## src/ocr_pkg.sv

```systemverilog
`default_nettype none
// ----------------------------------------------------------------------------
// Overcurrent relay package
// Shared types, codes and reset values for the feeder overcurrent relay.
// ----------------------------------------------------------------------------
package ocr_pkg;

  localparam int CurW   = 20;
  localparam int TimerW = 21;
  localparam int MultW  = 16;
  localparam int NumCh  = 4;
  localparam int ChW    = 2;

  typedef logic [CurW-1:0]   cur_t;
  typedef logic [TimerW-1:0] timer_t;

  localparam timer_t TimerMax = {TimerW{1'b1}};

  // Action codes of an input word.
  localparam logic [1:0] ActTick    = 2'd0;
  localparam logic [1:0] ActBreaker = 2'd1;
  localparam logic [1:0] ActTrip    = 2'd2;

  // Command values.
  localparam logic [1:0] CmdOpen      = 2'd1;
  localparam logic [1:0] CmdClose     = 2'd2;
  localparam logic [1:0] CmdTripReset = 2'd1;

  // Event codes.
  localparam logic [1:0] EvNone    = 2'd0;
  localparam logic [1:0] EvInstant = 2'd1;
  localparam logic [1:0] EvTimed   = 2'd2;

  // Configuration register indexes.
  localparam logic [1:0] RegInstPickup = 2'd0;
  localparam logic [1:0] RegTimePickup = 2'd1;
  localparam logic [1:0] RegTimeMult   = 2'd2;
  localparam logic [1:0] RegRemoteMode = 2'd3;

  // Reset values of the configuration registers.
  localparam cur_t             InstPickupReset = 20'd50000;
  localparam cur_t             TimePickupReset = 20'd5000;
  localparam logic [MultW-1:0] TimeMultReset   = 16'd15;

  typedef struct packed {
    logic [1:0] action;
    cur_t       current_a;
    cur_t       current_b;
    cur_t       current_c;
    cur_t       current_n;
    logic [1:0] command_value;
    logic       command_origin;
  } item_t;

  typedef struct packed {
    logic       breaker_closed;
    logic       trip_active;
    logic       fault_active;
    logic [1:0] fault_event;
    cur_t       shown_a;
    cur_t       shown_b;
    cur_t       shown_c;
    cur_t       shown_n;
  } result_t;

  typedef struct packed {
    cur_t             instant_pickup;
    cur_t             timed_pickup;
    logic [MultW-1:0] time_multiplier;
    logic             remote_mode;
  } cfg_t;

endpackage
`default_nettype wire

```

## src/overcurrent_protection_relay.sv

```systemverilog
`default_nettype none
// ----------------------------------------------------------------------------
// Overcurrent protection relay
// Feeder relay with instantaneous and time overcurrent elements, breaker and
// trip-reset commands gated by the local/remote mode.
//
//   channel  | signals                             | word
//   ---------+-------------------------------------+-------------------
//   item     | item_valid, item_stall, item        | action and currents
//   result   | result_valid, result_stall, result  | relay status
//   config   | cfg_valid, cfg_ready, cfg_index/data| register write
//
// Commands and ticks on an open or tripped breaker set done on acceptance, and
// result_valid is registered from done. A live tick walks the four channels in
// turn: check, then for a channel in the time band divide on the 20-step shared
// divider, accumulate and compare. One word is in work at a time; item_stall
// stays high until its result has been taken. Reset is synchronous and restores
// the control state and settings, but not the current and divider data registers.
// ----------------------------------------------------------------------------
module overcurrent_protection_relay (
  input  wire                     clk,
  input  wire                     rst,
  input  wire                     item_valid,
  output logic                    item_stall,
  input  wire ocr_pkg::item_t     item,
  output logic                    result_valid,
  input  wire                     result_stall,
  output ocr_pkg::result_t        result,
  input  wire                     cfg_valid,
  output logic                    cfg_ready,
  input  wire  [1:0]              cfg_index,
  input  wire ocr_pkg::cur_t      cfg_data
);
  import ocr_pkg::*;

  cfg_t cfg;
  logic busy;
  logic done;
  logic start;

  assign cfg_ready  = 1'b1;
  assign item_stall = busy || (result_valid && result_stall);
  assign start      = item_valid && !item_stall;

  ocr_core u_core (
    .clk    (clk),
    .rst    (rst),
    .start  (start),
    .item   (item),
    .cfg    (cfg),
    .busy   (busy),
    .done   (done),
    .status (result)
  );

  always_ff @(posedge clk) begin
    if (rst) begin
      result_valid <= 1'b0;
    end else if (done) begin
      result_valid <= 1'b1;
    end else if (!result_stall) begin
      result_valid <= 1'b0;
    end
  end

  always_ff @(posedge clk) begin
    if (rst) begin
      cfg.instant_pickup  <= InstPickupReset;
      cfg.timed_pickup    <= TimePickupReset;
      cfg.time_multiplier <= TimeMultReset;
      cfg.remote_mode     <= 1'b0;
    end else if (cfg_valid && cfg_ready) begin
      unique case (cfg_index)
        RegInstPickup: cfg.instant_pickup  <= cfg_data;
        RegTimePickup: cfg.timed_pickup    <= cfg_data;
        RegTimeMult:   cfg.time_multiplier <= cfg_data[MultW-1:0];
        RegRemoteMode: cfg.remote_mode     <= cfg_data[0];
        default:       cfg.remote_mode     <= cfg.remote_mode;
      endcase
    end
  end

endmodule
`default_nettype wire

```

## src/ocr_div.sv

```systemverilog
`default_nettype none
// ----------------------------------------------------------------------------
// Overcurrent relay divider
// Restoring divider, one quotient bit per cycle. A zero divisor gives an
// all-ones quotient.
// ----------------------------------------------------------------------------
module ocr_div (
  input  wire                  clk,
  input  wire                  rst,
  input  wire                  start,
  input  wire ocr_pkg::cur_t   dividend,
  input  wire ocr_pkg::cur_t   divisor,
  output logic                 done,
  output ocr_pkg::cur_t        quotient
);
  import ocr_pkg::*;

  localparam int CntW = $clog2(CurW);
  localparam logic [CntW-1:0] LastCnt = CntW'(CurW - 1);

  cur_t            rem;
  cur_t            quo;
  logic [CntW-1:0] cnt;
  logic            running;
  logic [CurW:0]   trial;
  logic            fits;

  assign trial    = {rem, quo[CurW-1]};
  assign fits     = trial >= {1'b0, divisor};
  assign quotient = quo;

  always_ff @(posedge clk) begin
    if (rst) begin
      running <= 1'b0;
      done    <= 1'b0;
      cnt     <= '0;
    end else begin
      done <= 1'b0;
      if (start) begin
        running <= 1'b1;
        cnt     <= '0;
      end else if (running) begin
        cnt <= cnt + 1'b1;
        if (cnt == LastCnt) begin
          running <= 1'b0;
          done    <= 1'b1;
        end
      end
    end
  end

  always_ff @(posedge clk) begin
    if (start) begin
      rem <= '0;
      quo <= dividend;
    end else if (running) begin
      rem <= fits ? CurW'(trial - {1'b0, divisor}) : trial[CurW-1:0];
      quo <= {quo[CurW-2:0], fits};
    end
  end

endmodule
`default_nettype wire

```

## src/ocr_core.sv

```systemverilog
`default_nettype none
// ----------------------------------------------------------------------------
// Overcurrent relay sequencer
// Holds the relay state and walks the four channels of a tick one at a time,
// sharing a single divider for the time overcurrent quotient.
// ----------------------------------------------------------------------------
module ocr_core (
  input  wire                    clk,
  input  wire                    rst,
  input  wire                    start,
  input  wire ocr_pkg::item_t    item,
  input  wire ocr_pkg::cfg_t     cfg,
  output logic                   busy,
  output logic                   done,
  output ocr_pkg::result_t       status
);
  import ocr_pkg::*;

  typedef enum logic [2:0] {
    ST_IDLE,
    ST_CHECK,
    ST_DIVIDE,
    ST_ACCUM,
    ST_COMPARE
  } state_t;

  state_t           state;
  logic [ChW-1:0]   ch;
  logic             breaker;
  logic             trip;
  logic             fault;
  logic [1:0]       event_code;
  timer_t           timer [NumCh];
  cur_t             shown [NumCh];
  cur_t             cur   [NumCh];
  logic [TimerW:0]  sum;
  logic             div_start;
  logic             div_done;
  cur_t             quotient;
  logic             last_ch;

  assign last_ch = ch == ChW'(NumCh - 1);
  assign busy    = (state != ST_IDLE) || done;

  assign status.breaker_closed = breaker;
  assign status.trip_active    = trip;
  assign status.fault_active   = fault;
  assign status.fault_event    = event_code;
  assign status.shown_a        = shown[0];
  assign status.shown_b        = shown[1];
  assign status.shown_c        = shown[2];
  assign status.shown_n        = shown[3];

  ocr_div u_div (
    .clk      (clk),
    .rst      (rst),
    .start    (div_start),
    .dividend (cur[ch]),
    .divisor  (cfg.timed_pickup),
    .done     (div_done),
    .quotient (quotient)
  );

  always_ff @(posedge clk) begin
    if (rst) begin
      state      <= ST_IDLE;
      ch         <= '0;
      done       <= 1'b0;
      div_start  <= 1'b0;
      breaker    <= 1'b0;
      trip       <= 1'b0;
      fault      <= 1'b0;
      event_code <= EvNone;
      for (int i = 0; i < NumCh; i++) begin
        timer[i] <= '0;
        shown[i] <= '0;
      end
    end else begin
      done      <= 1'b0;
      div_start <= 1'b0;
      unique case (state)
        ST_IDLE: begin
          if (start) begin
            case (item.action)
              ActTick: begin
                fault <= 1'b0;
                if (!breaker) begin
                  for (int i = 0; i < NumCh; i++) shown[i] <= '0;
                  done <= 1'b1;
                end else if (trip) begin
                  breaker <= 1'b0;
                  for (int i = 0; i < NumCh; i++) timer[i] <= '0;
                  done <= 1'b1;
                end else begin
                  ch    <= '0;
                  state <= ST_CHECK;
                end
              end
              ActBreaker: begin
                if (item.command_origin == cfg.remote_mode) begin
                  if (item.command_value == CmdOpen) begin
                    breaker <= 1'b0;
                  end else if (item.command_value == CmdClose) begin
                    breaker <= 1'b1;
                  end
                end
                done <= 1'b1;
              end
              ActTrip: begin
                if (item.command_origin == cfg.remote_mode &&
                    item.command_value == CmdTripReset) begin
                  trip <= 1'b0;
                end
                done <= 1'b1;
              end
              default: done <= 1'b1;
            endcase
          end
        end
        ST_CHECK: begin
          shown[ch] <= cur[ch];
          if (cur[ch] >= cfg.instant_pickup) begin
            fault <= 1'b1;
            if (!trip) begin
              trip       <= 1'b1;
              event_code <= EvInstant;
            end
            if (last_ch) begin
              done  <= 1'b1;
              state <= ST_IDLE;
            end else begin
              ch <= ch + 1'b1;
            end
          end else if (cur[ch] >= cfg.timed_pickup) begin
            fault     <= 1'b1;
            div_start <= 1'b1;
            state     <= ST_DIVIDE;
          end else begin
            timer[ch] <= '0;
            if (last_ch) begin
              done  <= 1'b1;
              state <= ST_IDLE;
            end else begin
              ch <= ch + 1'b1;
            end
          end
        end
        ST_DIVIDE: begin
          if (div_done) begin
            state <= ST_ACCUM;
          end
        end
        ST_ACCUM: begin
          timer[ch] <= sum[TimerW] ? TimerMax : sum[TimerW-1:0];
          state     <= ST_COMPARE;
        end
        ST_COMPARE: begin
          if (timer[ch] > TimerW'(cfg.time_multiplier)) begin
            trip       <= 1'b1;
            event_code <= EvTimed;
          end
          if (last_ch) begin
            done  <= 1'b1;
            state <= ST_IDLE;
          end else begin
            ch    <= ch + 1'b1;
            state <= ST_CHECK;
          end
        end
        default: state <= ST_IDLE;
      endcase
    end
  end

  // The currents of a tick and the timer sum carry no control meaning.
  always_ff @(posedge clk) begin
    if (state == ST_IDLE && start) begin
      cur[0] <= item.current_a;
      cur[1] <= item.current_b;
      cur[2] <= item.current_c;
      cur[3] <= item.current_n;
    end
    if (state == ST_DIVIDE && div_done) begin
      sum <= {1'b0, timer[ch]} + (TimerW + 1)'(quotient);
    end
  end

endmodule
`default_nettype wire

```

## config.mk

```make
export PLATFORM = sky130hd
export DESIGN_NAME = overcurrent_protection_relay
export DESIGN_NICKNAME = d
export VERILOG_FILES = /design/src/ocr_pkg.sv /design/src/overcurrent_protection_relay.sv /design/src/ocr_div.sv /design/src/ocr_core.sv
export SDC_FILE = /design/constraint.sdc
export NUM_CORES = 1
export LEC_CHECK = 0
export BUFFER_PORTS_ARGS = -buffer_cell sky130_fd_sc_hd__buf_2
export CELL_PAD_IN_SITES_DETAIL_PLACEMENT = 2
export CELL_PAD_IN_SITES_GLOBAL_PLACEMENT = 2
export CORE_MARGIN = 3
export CORE_UTILIZATION = 35
export CTS_CLUSTER_DIAMETER = 80
export DETAILED_ROUTE_END_ITERATION = 8
export PLACE_DENSITY_LB_ADDON = 0.1
export RECOVER_POWER = 25
export SETUP_SLACK_MARGIN = 0.3
export SYNTH_ARGS = -nofsm -noshare
export SYNTH_HDL_FRONTEND = slang
export SYNTH_SLANG_ARGS = --single-unit
```

## constraint.sdc

```tcl
create_clock -name clk -period 5.25 [get_ports clk]
set_input_delay 0.2625 -clock clk [delete_from_list [all_inputs] [get_ports clk]]
set_output_delay 0.2625 -clock clk [all_outputs]
set_load 0.01 [all_outputs]
```

==> key figures <==
Yosys
  • Syn Area/Cell: 11.2 sq um
  • Area of the mapped netlist: about 0.018 sq mm
  • Syn_nets: 1844
  • Synth Instances: 1633
  • Count leader, synth: edfxtp_1
  • Async SR Flop Fraction: 0%
  • Post-synth top flop: edfxtp_1
  • Yosys top cell area share: 46.9%
  • Distinct cells, synth: 72
  • Sequential share of the synthesized area: 57.8%
  • Seq cells post-synth: 385
  • Leading post-synthesis cells by cell area: edfxtp_1 47%, dfxtp_1 11%, ha_1 6.6%
  • Commonest cells in the synthesized netlist: 286 x edfxtp_1, 247 x nor2_1, 180 x nand2_1
  • Number of synthesized flops with an enable pin: between 200 and 300
  • Yosys Warn Count: 0
  • Yosys top cell by area: edfxtp_1

CTS
  • CTS Buf Count: between 40 and 50
  • H-tree levels: 2
  • Clock sink count: 385
  • Clock root buffer: clkbuf_16
  • Setup repair bufs after CTS: 0
  • CTS tree: done
  • Clk Latency, worst-skew pair: 580 ps
  • Clock transition at path regs: ~60 ps
  • Clk buf depth: 3

Global routing
  • Initial antenna violation count: 3
  • M2 GR Usage: 41.9%
  • Met1 GRT Util: between 20 and 30%
  • Met3 Use GR: 3.44%
  • GRT overflow: 0
  • Aggregate global-route resource usage: 23.2%
  • Vias in the first global route: roughly 15000
  • Most Crowded Layer GR: met2
  • First-pass GRT wire length: roughly 100000 microns
  • Largest net degree at the start of global routing: 56

Timing
  • Setup violations, final: 0
  • Max Slew Vio Count: 56
  • Fin crit period: 4770 ps
  • Hold Fails Final Rpt: 0
  • Fmax achieved: 210 MHz
  • RSZ-0062 raised after global routing: no
  • Final setup skew: between 20 and 25 ps
  • Final period util: 90.9%
  • Setup ws final: 479 ps
  • Worst-Margin Slew: 2820 ps
  • Slew headroom: -87.7%

Placed design
  • Hpwl dp: around 46000 microns
  • Placed Cells: 2470
  • Setup WS pre-CTS: 514 ps
  • Number of port buffers: 198
  • RD Place Congestion: 0.815

Die
  • Die W: 235 microns
  • Die Area: 0.0551 sq mm
  • Core area: a little over 0.05 sq mm
  • Die Span Y: 235 microns
  • Initial core utilization: between 30 and 40%
  • Row cnt: 83
  • I/O pin cnt: 200

Layout
  • Multi-input logic area: approximately 0.0071 sq mm
  • Fill cells: about 5300
  • Sequential standard cell area: between 0.01 and 0.015 sq mm
  • Synth-to-layout area growth: 22.8%
  • Final Instance Count excl. Fillers: between 2000 and 3000
  • Layout cells sized above 1: about 15%
  • Nets: roughly 2200

Route
  • Drt first-iter violations: 687
  • Antenna viol nets, final: 0
  • Detailed-route via count: 13800
  • DRC: 0
  • Drt pass-1 iters: 5
  • WL per Instance: 24.5 microns
  • WL final: 65100 microns
  • DR vias/cell: 5.20

Critical path
  • WP data required: 5690 ps
  • Maximum fanout along the worst path: 55
  • Worst Setup SP: rst
  • Slowest CP cell: clkbuf_1
  • Worst Setup End Kind: register
  • Slowest Stage Delay on Critical Path: 1990 ps
  • Crit path arrival time: 5210 ps
  • Crit Path Class: input port to register
  • CP Launch Type: input port
  • Crit path cell chain: dlygate4sd3_1 > buf_2 > clkbuf_1 > clkinv_1 > nand2_1 > mux2i_1

Job
  • Max-Cap Viols: 1

Status
  • Status: finished with violations
  • Failing checks: max-capacitance violations, max-slew violations

Power
  • Peak supply drop: 0.226 mV
  • Total power: 8.03 mW
  • Leak: 8.73 nW
  • Power Dens Cells: 357 mW/mm^2

Min path
  • Min-delay src: item[83]
  • Hold WC Path Type: input port to register
-- report_power, final --
group	internal, mW	switching (mW)	total (mW)
registers	3.45	0.0912	3.54
logic	0.567	0.861	1.43
clock network	1.75	1.31	3.06
-- per-stage QoR --
step | hold slack [ps] | setup TNS, ps | util (%) | area [sq um]
after global placement | 439 | 0 | 39.1 | 20100
after global routing | 94.3 | 0 | 43.6 | 22500
after detailed placement | 441 | 0 | 39.1 | 20100
after CTS | 38.5 | 0 | 43.8 | 22600
after floorplan | 361 | -26600 | - | 18300
final | 97.7 | 0 | 43.6 | 22500
-- state kept, by name, summed over array words and instances (netlist names), 3 cells and up, named ones only --
signal                 count
u_core.cur                80
u_core.state               3
u_core.u_div.rem          20
cfg                       57
u_core.u_div.cnt           5
u_core.timer              84
u_core.sum                22
u_core.shown              80
u_core.u_div.quotient     20
-- worst max-delay path, delay by kind of cell --
family / cells / cell delay, ps
multiplexers: 1 / 160
buffers and inverters: 4 / 4290
AND/OR/NAND/NOR: 1 / 420
-- routing by layer --
layer  vias up  routed length [microns]
li1       6448                        -
met1      6995                    26800
met2       258                    33700
met3       114                     2160
met4         0                     2410
met5         -                        0
-- cells in the final DEF (no fill, tap or decap), types with 10 or more instances in the layout --
cell	count
dlygate4sd3_1	102
ha_1	97
xor2_1	14
buf_4	33
buf_2	110
mux4_2	21
nor2b_1	11
mux2i_1	36
a211oi_1	21
a21oi_1	108
clkbuf_1	98
mux2_2	38
edfxtp_1	286
o21ai_0	70
o21a_1	10
nand3_1	17
inv_1	95
a21o_1	21
nand2_1	180
clkbuf_16	46
dfxtp_1	97
xnor2_1	15
o211ai_1	18
nor3_1	17
nor2_1	247
nand4_1	13
-- area by class of cell --
type / count / area share (%)
antenna: 4 / 0.0445
clock buffer: 60 / 5.46
clock inverter: 22 / 0.791
inverter: 97 / 1.62
multi-input combinational: 1074 / 31.5
sequential: 385 / 47.1
tap: 680 / 3.79
timing repair buffer: 336 / 9.77
-- repair_timing --
action	4_1_cts	5_1_grt
resized for setup	0	1
setup endpoints to repair	0	18
hold buffers	102	0
hold endpoints to repair	135	0
-- path summary, 6_finish.rpt --
path | slack, ps | end | cells past startpoint
setup / recovery | 480 | register | 6
hold / removal | 100 | u_core.breaker$_SDFFE_PP0P_ | 4
setup reg to reg | 570 | u_core.timer[0][14]$_SDFFCE_PN0P_ | 14
hold reg to reg | 460 | cfg[34]$_SDFFE_PP0P_ | 2
-- cells by family after synthesis --
group / count (synthesis) / synth area share (%)
and+or+nand+nor: 539 / 12.6
DFF: 385 / 57.8
AOI/OAI and AO/OA: 311 / 10.6
buffers and inverters: 174 / 3.87
adders and majority gates: 99 / 6.85
muxes: 95 / 6.89
xor gates and xnor gates: 29 / 1.39
other: 1 / 0.0205
(Power assumes the default switching activity.)
